[config.mk]
export PLATFORM = sky130hd
export DESIGN_NAME = multi_battery_charge_aggregator_unit
export DESIGN_NICKNAME = d
export VERILOG_FILES = /design/src/rtl/core/mbca_pkg.sv /design/src/rtl/core/mbca_div.sv /design/src/rtl/core/mbca_ctrl.sv /design/src/rtl/core/mbca_dp.sv /design/src/rtl/core/multi_battery_charge_aggregator_unit.sv
export SDC_FILE = /design/constraint.sdc
export NUM_CORES = 2
export LEC_CHECK = 0
export ABC_AREA = 1
export BUFFER_PORTS_ARGS = -buffer_cell sky130_fd_sc_hd__buf_2
export CAP_MARGIN = 20
export CELL_PAD_IN_SITES_DETAIL_PLACEMENT = 0
export CELL_PAD_IN_SITES_GLOBAL_PLACEMENT = 2
export CORE_UTILIZATION = 39
export CTS_BUF_LIST = sky130_fd_sc_hd__clkbuf_8 sky130_fd_sc_hd__clkbuf_16
export CTS_CLUSTER_SIZE = 25
export DETAILED_ROUTE_END_ITERATION = 6
export PLACE_DENSITY_LB_ADDON = 0.1
export SLEW_MARGIN = 20
export SYNTH_ARGS = -nofsm -noshare
export SYNTH_HDL_FRONTEND = slang
export SYNTH_SLANG_ARGS = --single-unit
[constraint.sdc]
create_clock -name clk -period 9.04 [get_ports clk]
set_clock_uncertainty 0.2 [all_clocks]
set_input_delay 0.452 -clock clk [delete_from_list [all_inputs] [get_ports clk]]
set_output_delay 0.452 -clock clk [all_outputs]
set_load 0.005 [all_outputs]
[src/rtl/core/mbca_pkg.sv]
// shared types, constants and codes of the multi-battery charge aggregator
// used by every module of the block; depends on nothing
package mbca_pkg;

	localparam int SLOT_N   = 4;
	localparam int SLOT_W   = $clog2(SLOT_N);
	localparam int CNT_W    = 3;
	localparam int CAP_W    = 24;
	localparam int SUM_W    = CAP_W + $clog2(SLOT_N);
	localparam int ACC_W    = SUM_W + 2;
	localparam int RATE_W   = 27;
	localparam int PCT_W    = 7;
	localparam int TIME_W   = 31;
	localparam int NUM_W    = 40;
	localparam int DEN_W    = 27;
	localparam int DIV_CNT_W = $clog2(NUM_W);
	localparam int IN_DATA_W  = 128;
	localparam int OUT_DATA_W = 112;

	localparam int PCT_SCALE   = 100;
	localparam int SEC_PER_HR  = 3600;
	localparam int PCT_HIGH    = 90;
	localparam int PCT_LOW     = 10;

	localparam logic FUNC_WRITE = 1'b0;

	localparam logic [1:0] REG_COUNT = 2'd0;
	localparam logic [1:0] REG_CRIT  = 2'd1;
	localparam logic [1:0] REG_LOW   = 2'd2;
	localparam logic [1:0] REG_WARN  = 2'd3;

	localparam logic [2:0] BST_DISCH    = 3'd0;
	localparam logic [2:0] BST_CHG      = 3'd1;
	localparam logic [2:0] BST_FULL     = 3'd2;
	localparam logic [2:0] BST_EMPTY    = 3'd3;
	localparam logic [2:0] BST_PEND_CHG = 3'd4;
	localparam logic [2:0] BST_PEND_DIS = 3'd5;
	localparam logic [2:0] BST_UNKNOWN  = 3'd6;

	localparam logic [1:0] LVL_NORMAL = 2'd0;
	localparam logic [1:0] LVL_WARN   = 2'd1;
	localparam logic [1:0] LVL_LOW    = 2'd2;
	localparam logic [1:0] LVL_CRIT   = 2'd3;

	localparam logic [1:0] SYS_FULL  = 2'd0;
	localparam logic [1:0] SYS_CHG   = 2'd1;
	localparam logic [1:0] SYS_EMPTY = 2'd2;
	localparam logic [1:0] SYS_DISCH = 2'd3;

	typedef enum logic [2:0] {
		S_IDLE,
		S_PREP,
		S_DIV,
		S_STORE,
		S_ACC,
		S_OUT
	} ctrl_state_t;

	typedef enum logic [1:0] {
		PH_PCT,
		PH_OV,
		PH_TIME
	} phase_t;

	typedef struct packed {
		logic              func;
		logic [SLOT_W-1:0] slot;
		logic              present;
		logic [2:0]        state_bits;
		logic [CAP_W-1:0]  rem_cap;
		logic [CAP_W-1:0]  chg_now;
		logic [CAP_W-1:0]  rate_now;
		logic [CAP_W-1:0]  lfull_cap;
		logic [CAP_W-1:0]  dsgn_cap;
		logic              ac_online;
	} item_t;

	typedef struct packed {
		logic              load;
		logic              prep;
		logic              store;
		logic              acc;
		logic              emit;
		phase_t            phase;
		logic [SLOT_W-1:0] idx;
	} cmd_t;

	typedef struct packed {
		logic need;
		logic div_done;
		logic out_free;
	} status_t;

endpackage

[src/rtl/core/mbca_div.sv]
// restoring divider, one quotient bit per cycle
// depends on mbca_pkg for operand widths
module mbca_div (
	input  logic                       clk,
	input  logic                       arst_n,
	input  logic                       start,
	input  logic [mbca_pkg::NUM_W-1:0] num,
	input  logic [mbca_pkg::DEN_W-1:0] den,
	output logic                       done,
	output logic [mbca_pkg::NUM_W-1:0] quot
);

	logic [mbca_pkg::NUM_W-1:0]     quo_q;
	logic [mbca_pkg::DEN_W-1:0]     rem_q;
	logic [mbca_pkg::DEN_W-1:0]     den_q;
	logic [mbca_pkg::DIV_CNT_W-1:0] cnt_q;
	logic                           busy_q;
	logic                           done_q;
	logic [mbca_pkg::DEN_W:0]       shifted;
	logic                           ge;

	assign shifted = {rem_q, quo_q[mbca_pkg::NUM_W-1]};
	assign ge      = shifted >= {1'b0, den_q};

	always_ff @(posedge clk or negedge arst_n) begin
		if (!arst_n) begin
			busy_q <= 1'b0;
			done_q <= 1'b0;
			cnt_q  <= '0;
		end else begin
			done_q <= 1'b0;
			if (start) begin
				busy_q <= 1'b1;
				cnt_q  <= mbca_pkg::DIV_CNT_W'(mbca_pkg::NUM_W - 1);
			end else if (busy_q) begin
				cnt_q <= cnt_q - 1'b1;
				if (cnt_q == '0) begin
					busy_q <= 1'b0;
					done_q <= 1'b1;
				end
			end
		end
	end

	always_ff @(posedge clk) begin
		if (start) begin
			quo_q <= num;
			rem_q <= '0;
			den_q <= den;
		end else if (busy_q) begin
			quo_q <= {quo_q[mbca_pkg::NUM_W-2:0], ge};
			rem_q <= ge ? mbca_pkg::DEN_W'(shifted - {1'b0, den_q})
				: mbca_pkg::DEN_W'(shifted);
		end
	end

	assign done = done_q;
	assign quot = quo_q;

endmodule

[src/rtl/core/mbca_ctrl.sv]
// sequencer of the aggregator: walks slots, divisions and the result hand-off
// depends on mbca_pkg for the state, phase and command types
module mbca_ctrl (
	input  logic              clk,
	input  logic              arst_n,
	input  logic              in_valid,
	output logic              in_ready,
	input  mbca_pkg::status_t status,
	output mbca_pkg::cmd_t    cmd
);

	mbca_pkg::ctrl_state_t           state_q, state_d;
	mbca_pkg::phase_t                phase_q;
	logic [mbca_pkg::SLOT_W-1:0]     idx_q;
	logic                            last_idx;

	assign last_idx = idx_q == mbca_pkg::SLOT_W'(mbca_pkg::SLOT_N - 1);
	assign in_ready = state_q == mbca_pkg::S_IDLE;

	always_comb begin
		state_d = state_q;
		unique case (state_q)
			mbca_pkg::S_IDLE:  if (in_valid) state_d = mbca_pkg::S_PREP;
			mbca_pkg::S_PREP:  state_d = status.need ? mbca_pkg::S_DIV : mbca_pkg::S_STORE;
			mbca_pkg::S_DIV:   if (status.div_done) state_d = mbca_pkg::S_STORE;
			mbca_pkg::S_STORE: begin
				unique case (phase_q)
					mbca_pkg::PH_PCT:
						state_d = last_idx ? mbca_pkg::S_ACC : mbca_pkg::S_PREP;
					mbca_pkg::PH_OV:   state_d = mbca_pkg::S_PREP;
					mbca_pkg::PH_TIME: state_d = mbca_pkg::S_OUT;
					default:           state_d = mbca_pkg::S_OUT;
				endcase
			end
			mbca_pkg::S_ACC:   if (last_idx) state_d = mbca_pkg::S_PREP;
			mbca_pkg::S_OUT:   if (status.out_free) state_d = mbca_pkg::S_IDLE;
			default:           state_d = mbca_pkg::S_IDLE;
		endcase
	end

	always_comb begin
		cmd       = '0;
		cmd.phase = phase_q;
		cmd.idx   = idx_q;
		unique case (state_q)
			mbca_pkg::S_IDLE:  cmd.load  = in_valid;
			mbca_pkg::S_PREP:  cmd.prep  = 1'b1;
			mbca_pkg::S_DIV:   cmd.prep  = 1'b0;
			mbca_pkg::S_STORE: cmd.store = 1'b1;
			mbca_pkg::S_ACC:   cmd.acc   = 1'b1;
			mbca_pkg::S_OUT:   cmd.emit  = status.out_free;
			default:           cmd.load  = 1'b0;
		endcase
	end

	always_ff @(posedge clk or negedge arst_n) begin
		if (!arst_n) begin
			state_q <= mbca_pkg::S_IDLE;
			phase_q <= mbca_pkg::PH_PCT;
			idx_q   <= '0;
		end else begin
			state_q <= state_d;
			if (state_q == mbca_pkg::S_IDLE) begin
				phase_q <= mbca_pkg::PH_PCT;
				idx_q   <= '0;
			end else if (state_q == mbca_pkg::S_STORE) begin
				if (phase_q == mbca_pkg::PH_PCT) begin
					idx_q <= idx_q + 1'b1;
				end else if (phase_q == mbca_pkg::PH_OV) begin
					phase_q <= mbca_pkg::PH_TIME;
				end
			end else if (state_q == mbca_pkg::S_ACC) begin
				idx_q <= idx_q + 1'b1;
				if (last_idx) phase_q <= mbca_pkg::PH_OV;
			end
		end
	end

endmodule

[src/rtl/core/mbca_dp.sv]
// datapath: slot records, config registers, accumulators, divider, result register
// depends on mbca_pkg and mbca_div
module mbca_dp (
	input  logic                            clk,
	input  logic                            arst_n,
	input  mbca_pkg::cmd_t                  cmd,
	output mbca_pkg::status_t               status,
	input  mbca_pkg::item_t                 item,
	input  logic                            cfg_we,
	input  logic [1:0]                      cfg_idx,
	input  logic [mbca_pkg::PCT_W-1:0]      cfg_wdata,
	output logic                            out_valid,
	input  logic                            out_ready,
	output logic [mbca_pkg::OUT_DATA_W-1:0] out_data
);

	localparam int N = mbca_pkg::SLOT_N;

	logic [mbca_pkg::CNT_W-1:0]  count_q;
	logic [mbca_pkg::PCT_W-1:0]  crit_q, low_q, warn_q;

	logic [N-1:0]                present_q;
	logic [2:0]                  flags_q [N];
	logic [mbca_pkg::CAP_W-1:0]  rem_q   [N];
	logic [mbca_pkg::CAP_W-1:0]  chg_q   [N];
	logic [mbca_pkg::CAP_W-1:0]  srate_q [N];
	logic [mbca_pkg::CAP_W-1:0]  fcap_q  [N];
	logic [mbca_pkg::CAP_W-1:0]  dcap_q  [N];
	logic [mbca_pkg::PCT_W-1:0]  pct_q   [N];

	logic [mbca_pkg::SLOT_W-1:0] qslot_q;
	logic                        ac_q;
	logic [mbca_pkg::SUM_W-1:0]  left_q, total_q;
	logic signed [mbca_pkg::ACC_W-1:0] rate_q;
	logic [mbca_pkg::PCT_W-1:0]  overall_q;
	logic [mbca_pkg::TIME_W-1:0] tfull_q, tempty_q;
	logic                        need_q, to_full_q;
	logic                        out_valid_q;
	logic [mbca_pkg::OUT_DATA_W-1:0] out_data_q;

	logic [mbca_pkg::CNT_W-1:0]  eff_n;
	logic [N-1:0]                in_n;
	logic [2:0]                  st [N];
	logic                        found;
	logic [mbca_pkg::CAP_W-1:0]  cap_at;
	logic signed [mbca_pkg::RATE_W-1:0] rate_sat;
	logic                        need_c, to_full_c;
	logic [mbca_pkg::NUM_W-1:0]  num_c, quot;
	logic [mbca_pkg::DEN_W-1:0]  den_c;
	logic                        div_done;
	logic [mbca_pkg::PCT_W-1:0]  quot_pct;
	logic [mbca_pkg::TIME_W-1:0] quot_time;
	logic [1:0]                  level_c, sys_c;
	logic                        out_free;

	assign eff_n = (count_q > mbca_pkg::CNT_W'(N)) ? mbca_pkg::CNT_W'(N) : count_q;

	always_comb begin
		for (int i = 0; i < N; i++) begin
			in_n[i] = mbca_pkg::CNT_W'(i) < eff_n;
		end
	end

	// per-slot charge state, pending taken from the first other active slot
	always_comb begin
		found = 1'b0;
		for (int i = 0; i < N; i++) begin
			found = 1'b0;
			if (flags_q[i][0]) begin
				st[i] = mbca_pkg::BST_DISCH;
			end else if (flags_q[i][1]) begin
				st[i] = (chg_q[i] == dcap_q[i]) ? mbca_pkg::BST_FULL : mbca_pkg::BST_CHG;
			end else if (pct_q[i] > mbca_pkg::PCT_W'(mbca_pkg::PCT_HIGH)) begin
				st[i] = mbca_pkg::BST_FULL;
			end else if (pct_q[i] < mbca_pkg::PCT_W'(mbca_pkg::PCT_LOW)) begin
				st[i] = mbca_pkg::BST_EMPTY;
			end else begin
				st[i] = mbca_pkg::BST_UNKNOWN;
				for (int k = 0; k < N; k++) begin
					if (!found && k != i && in_n[k] && present_q[k] && |flags_q[k][1:0]) begin
						found = 1'b1;
						st[i] = flags_q[k][1] ? mbca_pkg::BST_PEND_CHG : mbca_pkg::BST_PEND_DIS;
					end
				end
			end
		end
	end

	assign cap_at = (fcap_q[cmd.idx] != '0) ? fcap_q[cmd.idx] : dcap_q[cmd.idx];

	always_comb begin
		if (rate_q > mbca_pkg::ACC_W'(signed'({1'b0, {(mbca_pkg::RATE_W-1){1'b1}}})))
			rate_sat = {1'b0, {(mbca_pkg::RATE_W-1){1'b1}}};
		else if (rate_q < -(mbca_pkg::ACC_W'(signed'({1'b0, 1'b1,
				{(mbca_pkg::RATE_W-1){1'b0}}}))))
			rate_sat = {1'b1, {(mbca_pkg::RATE_W-1){1'b0}}};
		else
			rate_sat = mbca_pkg::RATE_W'(rate_q);
	end

	// divider operands for the current phase
	always_comb begin
		need_c    = 1'b0;
		to_full_c = 1'b0;
		num_c     = '0;
		den_c     = '0;
		unique case (cmd.phase)
			mbca_pkg::PH_PCT: begin
				need_c = in_n[cmd.idx] && present_q[cmd.idx] && cap_at != '0;
				num_c  = mbca_pkg::NUM_W'(rem_q[cmd.idx])
					* mbca_pkg::NUM_W'(mbca_pkg::PCT_SCALE);
				den_c  = mbca_pkg::DEN_W'(cap_at);
			end
			mbca_pkg::PH_OV: begin
				need_c = total_q != '0;
				num_c  = mbca_pkg::NUM_W'(left_q) * mbca_pkg::NUM_W'(mbca_pkg::PCT_SCALE);
				den_c  = mbca_pkg::DEN_W'(total_q);
			end
			mbca_pkg::PH_TIME: begin
				if (rate_sat > 0) begin
					to_full_c = 1'b1;
					need_c    = total_q > left_q;
					num_c     = mbca_pkg::NUM_W'(total_q - left_q)
						* mbca_pkg::NUM_W'(mbca_pkg::SEC_PER_HR);
					den_c     = mbca_pkg::DEN_W'(rate_sat);
				end else if (rate_sat < 0) begin
					need_c = 1'b1;
					num_c  = mbca_pkg::NUM_W'(left_q) * mbca_pkg::NUM_W'(mbca_pkg::SEC_PER_HR);
					den_c  = mbca_pkg::DEN_W'(-rate_sat);
				end
			end
			default: need_c = 1'b0;
		endcase
	end

	mbca_div u_div (
		.clk    (clk),
		.arst_n (arst_n),
		.start  (cmd.prep && need_c),
		.num    (num_c),
		.den    (den_c),
		.done   (div_done),
		.quot   (quot)
	);

	assign quot_pct = (quot > mbca_pkg::NUM_W'(mbca_pkg::PCT_SCALE))
		? mbca_pkg::PCT_W'(mbca_pkg::PCT_SCALE) : mbca_pkg::PCT_W'(quot);
	assign quot_time = (quot > mbca_pkg::NUM_W'({mbca_pkg::TIME_W{1'b1}}))
		? {mbca_pkg::TIME_W{1'b1}} : mbca_pkg::TIME_W'(quot);

	always_comb begin
		if (overall_q <= crit_q)      level_c = mbca_pkg::LVL_CRIT;
		else if (overall_q <= low_q)  level_c = mbca_pkg::LVL_LOW;
		else if (overall_q <= warn_q) level_c = mbca_pkg::LVL_WARN;
		else                          level_c = mbca_pkg::LVL_NORMAL;
		if (ac_q)
			sys_c = (overall_q > mbca_pkg::PCT_W'(mbca_pkg::PCT_HIGH) || rate_sat == 0)
				? mbca_pkg::SYS_FULL : mbca_pkg::SYS_CHG;
		else
			sys_c = (overall_q < mbca_pkg::PCT_W'(mbca_pkg::PCT_LOW))
				? mbca_pkg::SYS_EMPTY : mbca_pkg::SYS_DISCH;
	end

	assign out_free = !out_valid_q || out_ready;

	always_ff @(posedge clk or negedge arst_n) begin
		if (!arst_n) begin
			count_q <= '0;
			crit_q  <= mbca_pkg::PCT_W'(5);
			low_q   <= mbca_pkg::PCT_W'(10);
			warn_q  <= mbca_pkg::PCT_W'(25);
		end else if (cfg_we) begin
			unique case (cfg_idx)
				mbca_pkg::REG_COUNT: count_q <= mbca_pkg::CNT_W'(cfg_wdata);
				mbca_pkg::REG_CRIT:  crit_q  <= cfg_wdata;
				mbca_pkg::REG_LOW:   low_q   <= cfg_wdata;
				mbca_pkg::REG_WARN:  warn_q  <= cfg_wdata;
				default:             count_q <= count_q;
			endcase
		end
	end

	// slot records read as all zero after reset
	always_ff @(posedge clk or negedge arst_n) begin
		if (!arst_n) begin
			present_q <= '0;
			for (int i = 0; i < N; i++) begin
				flags_q[i] <= '0;
				rem_q[i]   <= '0;
				chg_q[i]   <= '0;
				srate_q[i] <= '0;
				fcap_q[i]  <= '0;
				dcap_q[i]  <= '0;
				pct_q[i]   <= '0;
			end
		end else begin
			if (cmd.load && item.func == mbca_pkg::FUNC_WRITE) begin
				present_q[item.slot] <= item.present;
				flags_q[item.slot]   <= item.state_bits;
				rem_q[item.slot]     <= item.rem_cap;
				chg_q[item.slot]     <= item.chg_now;
				srate_q[item.slot]   <= item.rate_now;
				fcap_q[item.slot]    <= item.lfull_cap;
				dcap_q[item.slot]    <= item.dsgn_cap;
			end
			if (cmd.store && cmd.phase == mbca_pkg::PH_PCT)
				pct_q[cmd.idx] <= need_q ? quot_pct : '0;
		end
	end

	always_ff @(posedge clk) begin
		if (cmd.load) begin
			qslot_q  <= item.slot;
			ac_q     <= item.ac_online;
			left_q   <= '0;
			total_q  <= '0;
			rate_q   <= '0;
			tfull_q  <= '0;
			tempty_q <= '0;
		end
		if (cmd.prep) begin
			need_q    <= need_c;
			to_full_q <= to_full_c;
		end
		if (cmd.acc && in_n[cmd.idx] && present_q[cmd.idx]) begin
			left_q  <= left_q + mbca_pkg::SUM_W'(rem_q[cmd.idx]);
			total_q <= total_q + mbca_pkg::SUM_W'(cap_at);
			if (st[cmd.idx] == mbca_pkg::BST_CHG)
				rate_q <= rate_q + signed'(mbca_pkg::ACC_W'(srate_q[cmd.idx]));
			else if (st[cmd.idx] == mbca_pkg::BST_DISCH)
				rate_q <= rate_q - signed'(mbca_pkg::ACC_W'(srate_q[cmd.idx]));
		end
		if (cmd.store && cmd.phase == mbca_pkg::PH_OV)
			overall_q <= need_q ? quot_pct : '0;
		if (cmd.store && cmd.phase == mbca_pkg::PH_TIME && need_q) begin
			if (to_full_q) tfull_q  <= quot_time;
			else           tempty_q <= quot_time;
		end
		if (cmd.emit)
			out_data_q <= {2'b00, tempty_q, tfull_q, rate_sat, sys_c, level_c,
				overall_q, pct_q[qslot_q], st[qslot_q]};
	end

	always_ff @(posedge clk or negedge arst_n) begin
		if (!arst_n)
			out_valid_q <= 1'b0;
		else if (cmd.emit)
			out_valid_q <= 1'b1;
		else if (out_ready)
			out_valid_q <= 1'b0;
	end

	assign status.need     = need_c;
	assign status.div_done = div_done;
	assign status.out_free = out_free;
	assign out_valid       = out_valid_q;
	assign out_data        = out_data_q;

endmodule

[src/rtl/core/multi_battery_charge_aggregator_unit.sv]
// four slot percents, the overall percent and the time estimate each pass through the
// shared 40-step divider (prep, waiting, store), or only prep and store when skipped;
// an accumulate pass over the four slots comes between the slot percents and the
// overall percent, and the result register is loaded last.
// throughput: one item at a time; the next item is accepted the cycle after the
// result is loaded, a result not yet taken holds back the next one. reset
// (arst_n low) clears all slot records and the registers to count 0, critical 5,
// low 10, warning 25.
module multi_battery_charge_aggregator_unit (
	input  logic                            clk,
	input  logic                            arst_n,
	input  logic                            s_axis_tvalid,
	output logic                            s_axis_tready,
	// slot, present, state_bits, remaining capacity, charge now, present rate,
	// last full capacity, design capacity, ac_online, zero pad
	input  logic [mbca_pkg::IN_DATA_W-1:0]  s_axis_tdata,
	// func
	input  logic                            s_axis_tuser,
	output logic                            m_axis_tvalid,
	input  logic                            m_axis_tready,
	// battery_state, battery_percent, overall_percent, warning_level,
	// system_state, total_rate, seconds_to_full, seconds_to_empty, zero pad
	output logic [mbca_pkg::OUT_DATA_W-1:0] m_axis_tdata,
	input  logic                            cfg_valid,
	output logic                            cfg_ready,
	input  logic [1:0]                      cfg_index,
	input  logic [mbca_pkg::PCT_W-1:0]      cfg_data
);

	mbca_pkg::item_t   item;
	mbca_pkg::cmd_t    cmd;
	mbca_pkg::status_t status;

	assign item.func       = s_axis_tuser;
	assign item.slot       = s_axis_tdata[1:0];
	assign item.present    = s_axis_tdata[2];
	assign item.state_bits = s_axis_tdata[5:3];
	assign item.rem_cap    = s_axis_tdata[29:6];
	assign item.chg_now    = s_axis_tdata[53:30];
	assign item.rate_now   = s_axis_tdata[77:54];
	assign item.lfull_cap  = s_axis_tdata[101:78];
	assign item.dsgn_cap   = s_axis_tdata[125:102];
	assign item.ac_online  = s_axis_tdata[126];

	assign cfg_ready = 1'b1;

	mbca_ctrl u_ctrl (
		.clk      (clk),
		.arst_n   (arst_n),
		.in_valid (s_axis_tvalid),
		.in_ready (s_axis_tready),
		.status   (status),
		.cmd      (cmd)
	);

	mbca_dp u_dp (
		.clk       (clk),
		.arst_n    (arst_n),
		.cmd       (cmd),
		.status    (status),
		.item      (item),
		.cfg_we    (cfg_valid),
		.cfg_idx   (cfg_index),
		.cfg_wdata (cfg_data),
		.out_valid (m_axis_tvalid),
		.out_ready (m_axis_tready),
		.out_data  (m_axis_tdata)
	);

endmodule

# After elaboration in Yosys (flattened, before gate mapping)
# Cells that the tools add are included.
dict set report op_classes {
  n_reduce_logical 78
  magnitude_cmp 34
  eq_ne 23
  n_mul 4
  bitwise_logic 4
  muxes 184
  addsub 9
}
# cell n
set ops {}
lappend ops {{bitwise mux 96 bit} 5}
lappend ops {{two-way mux 24 bit} 10}
lappend ops {{two-way mux 31 bit} 7}
lappend ops {{binary-select mux 24 bit (select 2 bit)} 4}
lappend ops {{two-way mux 27 bit} 5}
lappend ops {{two-way mux 40 bit} 3}
lappend ops {{case mux 40 bit (3 select lines)} 1}
lappend ops {{two-way mux 28 bit} 4}
lappend ops {{two-way mux 3 bit} 37}
lappend ops {{equality test 24 bit} 4}
lappend ops {{case mux 27 bit (3 select lines)} 1}
lappend ops {{two-way mux 26 bit} 3}
lappend ops {{two-way mux 1 bit} 66}
lappend ops {{adder 26 x 24 -> 26 bit} 2}
lappend ops {{demux 24 bit (select 2 bit)} 1}
lappend ops {{nonzero test 24 bit} 2}
lappend ops {{logical AND 1 bit} 41}
lappend ops {{greater-than comparator 40 x 31 -> 1 bit, second input constant} 1}
lappend ops {{greater-than comparator 40 x 7 -> 1 bit, second input constant} 1}
lappend ops {{multiplier 40 x 8 -> 36 bit, second input constant} 1}
lappend ops {{two-way mux 38 bit} 1}
lappend ops {{greater-than comparator 7 bit, second input constant} 5}
lappend ops {{< comparator 7 x 4 -> 1 bit, second input constant} 5}
lappend ops {{two-way mux 7 bit} 5}
lappend ops {{60 further kinds} 121}
dict set report totals {
  inputBits 143
  ff_bits 922
  elab_cells 392
  out_inout_bits 115
}

# Longest topological paths before layout
dict set report depth {
  ltp_word 35
  depth_mapped 35
  depth_no_buf 35
}

# Hierarchy
# A second synthesis with hierarchy kept.
dict set report hier_totals {
  hier_cells 8194
  area_unflattened_um2 62999.2
}
# mod cells_each n_inst area_per_inst_um2 seq_area_each_um2
set modules_own_cells {}
lappend modules_own_cells {mbca_dp 7238 1 56072.5 20673.6}
lappend modules_own_cells {mbca_div 890 1 6468.7 2752.6}
lappend modules_own_cells {mbca_ctrl 64 1 446.7 175.2}
lappend modules_own_cells {multi_battery_charge_aggregator_unit 2 1 11.3 0.0}

# Worst setup path before layout
# OpenSTA, ideal clock, no wires.
dict set report synth_path {
  path_kind {flip-flop to flip-flop}
  start {reg u_dp.left_q[3] (netlist bit)}
  end {reg u_dp.u_div.quo_q, in the netlist u_dp.u_div.quot[38], data pin}
  setup_ps 144
  n_path_buf 0
  t_arrival_ps 5972
  synth_period_minus_slack_ps 6316
  stages_incl_launch_ff 24
  path_slack_ps 2724
  required_ps 8696
  path_cell_list {edfxtp_1 inv_1 ha_1 a21oi_1 o21ai_0 a21o_1 a21o_1 nand2_1 nand3_1 a21oi_1 ha_1 xor2_1 ha_1 fa_1 ha_1 ha_1 inv_1 nor3_1 nand2_1 o2111a_1 o21ai_0 xor2_1 or2_2 o21ai_1}
}
dict set report synth_between {
  elab_chain_cells 5
  word_cells_on_any_way 9
  classes_between {1 x add/sub; 1 x mul; 1 x order compare; 5 x mux; 1 x reduce/logical}
}
# element line_no
set synth_lines {}
lappend synth_lines {{from (decl)} mbca_dp.sv:33} ;# logic [mbca_pkg::SUM_W-1:0] left_q, total_q;
lappend synth_lines {{from (signal assigned)} mbca_dp.sv:226} ;# left_q <= left_q + mbca_pkg::SUM_W'(rem_q[cmd.idx]);
lappend synth_lines {{subtractor 26 x 26 -> 27 bit / greater-than comparator 26 bit (equally long branches)} {mbca_dp.sv:123, mbca_dp.sv:122}}
lappend synth_lines {{multiplier 40 x 8 -> 36 bit / two-way mux 1 bit (equally long branches)} {mbca_dp.sv:124, mbca_dp.sv:120}}
lappend synth_lines {{two-way mux 40 bit / case mux 1 bit (3 select lines) (equally long branches)} {mbca_dp.sv:120, mbca_dp.sv:107}}
lappend synth_lines {{case mux 40 bit (3 select lines) / logical AND 1 bit (equally long branches)} {mbca_dp.sv:107, mbca_dp.sv:139}}
lappend synth_lines {{two-way mux 40 bit (*)} mbca_div.sv:46} ;# if (start) begin
lappend synth_lines {{to (signal assigned)} mbca_div.sv:47} ;# quo_q <= num;
lappend synth_lines {{to (signal assigned)} mbca_div.sv:51} ;# quo_q <= {quo_q[mbca_pkg::NUM_W-2:0], ge};
lappend synth_lines {{to (decl)} mbca_div.sv:13} ;# logic [mbca_pkg::NUM_W-1:0] quo_q;
# Mark *: on every way between the ends. The rest lies on a longest branch, timed or not.
# A chain may end at the register's enable or synchronous reset.

# Worst setup path after layout
dict set report layout_path {
  start {reg u_dp.left_q[2] (netlist bit)}
  end {reg u_dp.u_div.quo_q, in the netlist u_dp.u_div.quot[34], data pin}
}
dict set report layout_between {
  elab_chain_cells 5
  word_cells_on_any_way 11
  classes_between {1 x add/sub; 2 x mul; 1 x order compare; 6 x mux; 1 x reduce/logical}
}
# element line_no
set layout_lines {}
lappend layout_lines {{subtractor 26 x 26 -> 27 bit, or another cell as far along} mbca_dp.sv:123} ;# num_c = mbca_pkg::NUM_W'(total_q - left_q)
lappend layout_lines {{multiplier 40 x 8 -> 36 bit, or another cell as far along} mbca_dp.sv:124} ;# * mbca_pkg::NUM_W'(mbca_pkg::SEC_PER_HR);
lappend layout_lines {{two-way mux 40 bit / case mux 1 bit (3 select lines) (equally long branches)} {mbca_dp.sv:120, mbca_dp.sv:107}}
lappend layout_lines {{case mux 40 bit (3 select lines) / logical AND 1 bit (equally long branches)} {mbca_dp.sv:107, mbca_dp.sv:139}}
lappend layout_lines {{two-way mux 40 bit (*)} mbca_div.sv:46}
# Marked as above.

==> flow_metrics.env <==
export IMPL_coreArea_um2=159000
export IMPL_synth_top_family_by_area="simple AND/OR/NAND/NOR gates"
export IMPL_viasPerCell=5.23
export IMPL_rsz0062_at_grt="no"
export IMPL_fin_crit_ps=7590
export IMPL_critPathRequiredTime_ps=9320
export IMPL_setup_violations=0
export IMPL_cts_setup_buffers=0
export IMPL_drt_iter0_markers=3594
export IMPL_status="complete, no violations"
export IMPL_synth_area_per_cell_um2=8.24
export IMPL_worstPathMaxFanout=8
export IMPL_area_growth_pct=13.5
export IMPL_crit_type="reg -> reg"
export IMPL_die_x_um=402
export IMPL_grt_util_met1=0.364
export IMPL_grt_max_degree=158
export IMPL_dieArea_um2=162000
export IMPL_dieHeight_um=402
export IMPL_tns_ps=0
export IMPL_postRouteAntennaNets=0
export IMPL_clk_pin_slew_ps=60
export IMPL_synth_fa_ha_area_frac=0.141
export IMPL_holdCritPathClass="in -> reg"
export IMPL_n_fill_cell=15800
export IMPL_register_area_um2=23600
export IMPL_cts_buffers_inserted=108
export IMPL_post_drt_wl_per_cell_um=20.7
export IMPL_drive_gt1_frac=0.113
export IMPL_wl_um=207000
export IMPL_final_net_count=8643
export IMPL_busiest_layer="met2"
export IMPL_route_detailed_drc=0
export IMPL_placed_area_um2=65600
export IMPL_synth_flop_cell="dfrtp_1"
export IMPL_final_area_um2=70900
export IMPL_grt_pass1_vias=50800
export IMPL_grt_pass1_wl_um=317000
export IMPL_worstMarginPinSlew_ps=1190
export IMPL_initial_utilization=0.393
export IMPL_synth_compound_area_frac=0.144
export IMPL_clock_sinks=918
export IMPL_synthMuxAreaShare=0.0550
export IMPL_hold_buffers=138
export IMPL_dr_pass1_iters=6
export IMPL_synthArstFlopShare=0.610
export IMPL_dp_hpwl_um=158000
export IMPL_met2_usage=0.414
export IMPL_ios=258
export IMPL_maxSlewViolCount=0
export IMPL_htreeDepth=3
export IMPL_hold_violations=0
export IMPL_ys_types=65
export IMPL_final_common_cell="nand2_1"
export IMPL_ys_ff_latch=918
export IMPL_layout_common_cells="1538 x nand2_1, 1029 x inv_1, 713 x o21ai_0, 551 x dfrtp_1, 531 x a21oi_1"
export IMPL_antenna_found_initial=15
export IMPL_cpPeakStageDelay_ps=640
export IMPL_met3_usage=0.0272
export IMPL_cts_root_buf="clkbuf_16"
export IMPL_synth_simple_area_share=0.175
export IMPL_max_freq_mhz=132
export IMPL_ys_warn_count=0
export IMPL_clk_path_buf_depth=3
export IMPL_synth_edff_count=241
export IMPL_netlist_area_um2=62500
export IMPL_gp_congestion=0.902
export IMPL_maxCapViolCount=0
export IMPL_seq_area_frac_synth=0.378
export IMPL_clk_insertion_delay_late_ps=770
export IMPL_synth_xor_area_frac=0.0271
export IMPL_numPortBuffers=252
export IMPL_cp_start_kind="register"
export IMPL_grt_usage=0.254
export IMPL_period_share=0.840
export IMPL_cts_tree="yes"
export IMPL_multi_input_area_um2=33900
export IMPL_syn_inst=7580
export IMPL_critPathCaptureType="register"
export IMPL_critPathArrivalTime_ps=7870
export IMPL_cts_resized=0
export IMPL_num_vias=52500
export IMPL_slowest_stage="xnor2_1"
export IMPL_fp_row_count=146
export IMPL_maxSlewHeadroom=0.207
export IMPL_gr_total_overflow=0
## synth_stat cells, drive strengths merged (45+ instances only)
cell | count | area, µm²
nor2 | 468 | 1790
dfxtp | 117 | 2340
nand2 | 1549 | 5850
o21ai | 740 | 3710
nand3 | 380 | 1920
mux2 | 305 | 3430
nor3 | 63 | 315
buf | 88 | 517
edfxtp | 241 | 7240
nand4 | 69 | 432
xnor2 | 51 | 447
clkbuf | 184 | 693
xor2 | 142 | 1240
inv | 1014 | 3810
ha | 528 | 6610
fa | 110 | 2200
dfrtp | 553 | 13800
o211ai | 45 | 338
a21oi | 545 | 2790
## area by class of cell
type	count	share of cell area
Multi-Input combinational cell	5373	0.478
Clock inverter	58	0.00791
Inverter	1018	0.0540
Antenna cell	2	0.0000706
Sequential cell	918	0.333
Timing Repair Buffer	443	0.0446
Clock buffer	143	0.0459
Tap cell	2072	0.0366
## per-stage QoR
stage                     cells  worst slack (ps)  utilization  hold WS (ps)
after floorplan            7581              2720            -         -43.6
after global placement     9683              1620        0.413           216
after detailed placement   9683              1640        0.413           216
after CTS                 10000              1570        0.446          47.4
after global routing      10000               851        0.447           147
final                     10000              1450        0.447          89.6
## path summary, 6_finish.rpt
path | startpoint | depth (start not counted) | slack (ps) | to
worst max-delay path | u_dp.left_q[2] | 29 | 1450 | u_dp.u_div.quot[34]
min in group asynchronous | arst_n | 2 | 130 | u_dp.chg_q[80]
worst min register to register | u_dp.tempty_q[21] | 0 | 210 | u_dp.out_data[100]
max in group asynchronous | arst_n | 3 | 6910 | u_dp.rem_q[91]
worst max register to register | u_dp.left_q[2] | 29 | 1450 | u_dp.u_div.quot[34]
worst min-delay path | s_axis_tuser | 5 | 90 | u_dp.dcap_q[14]
## critical path: cells and delay by family (launching register included)
family,cells,cell delay (ps)
AOI/OAI and AO/OA,13,2990
buffers and inverters,2,170
adders and majority gates,5,1680
DFF,1,590
xor gates and xnor gates,3,960
and+or+nand+nor,6,730
## kinds of logic (layout without fill, tap and decap cells)
kind of cell | Yosys count | in the layout
AND/OR/NAND/NOR | 2623 | 2623
adder cells (fa/ha/maj) | 638 | 638
multiplexers | 305 | 305
other | 2 | 5
AO/OA/AOI/OAI | 1611 | 1611
XOR/XNOR | 193 | 193
buffers and inverters | 1290 | 1662
flip-flops | 918 | 918
## state kept, by name (all words and copies together), names as in the netlist, 4 cells and up
register and flops:
u_dp.tfull_q 31, u_dp.fcap_q 96, u_dp.flags_q 8, u_dp.overall_q 7, u_dp.left_q 26, u_dp.u_div.den_q 27
u_dp.low_q 7, u_dp.crit_q 7, u_dp.total_q 26, u_dp.srate_q 96, u_dp.u_div.cnt_q 6, u_dp.out_data 110
u_dp.dcap_q 96, u_dp.warn_q 7, u_dp.u_div.rem_q 27, u_dp.present_q 4, u_dp.tempty_q 31, u_dp.u_div.quot 40
u_dp.rate_q 28, u_dp.chg_q 96, u_dp.pct_q 28, u_dp.rem_q 96
## routing by layer
layer / share of wire / wire [µm]
met5: 0.00039 / 80
met4: 0.017 / 3550
met3: 0.039 / 8190
met2: 0.46 / 95600
met1: 0.48 / 100000
Power is left out: the tool's default activity adds up to more than one toggle a clock period on the data nets, which glitch-free logic cannot reach.
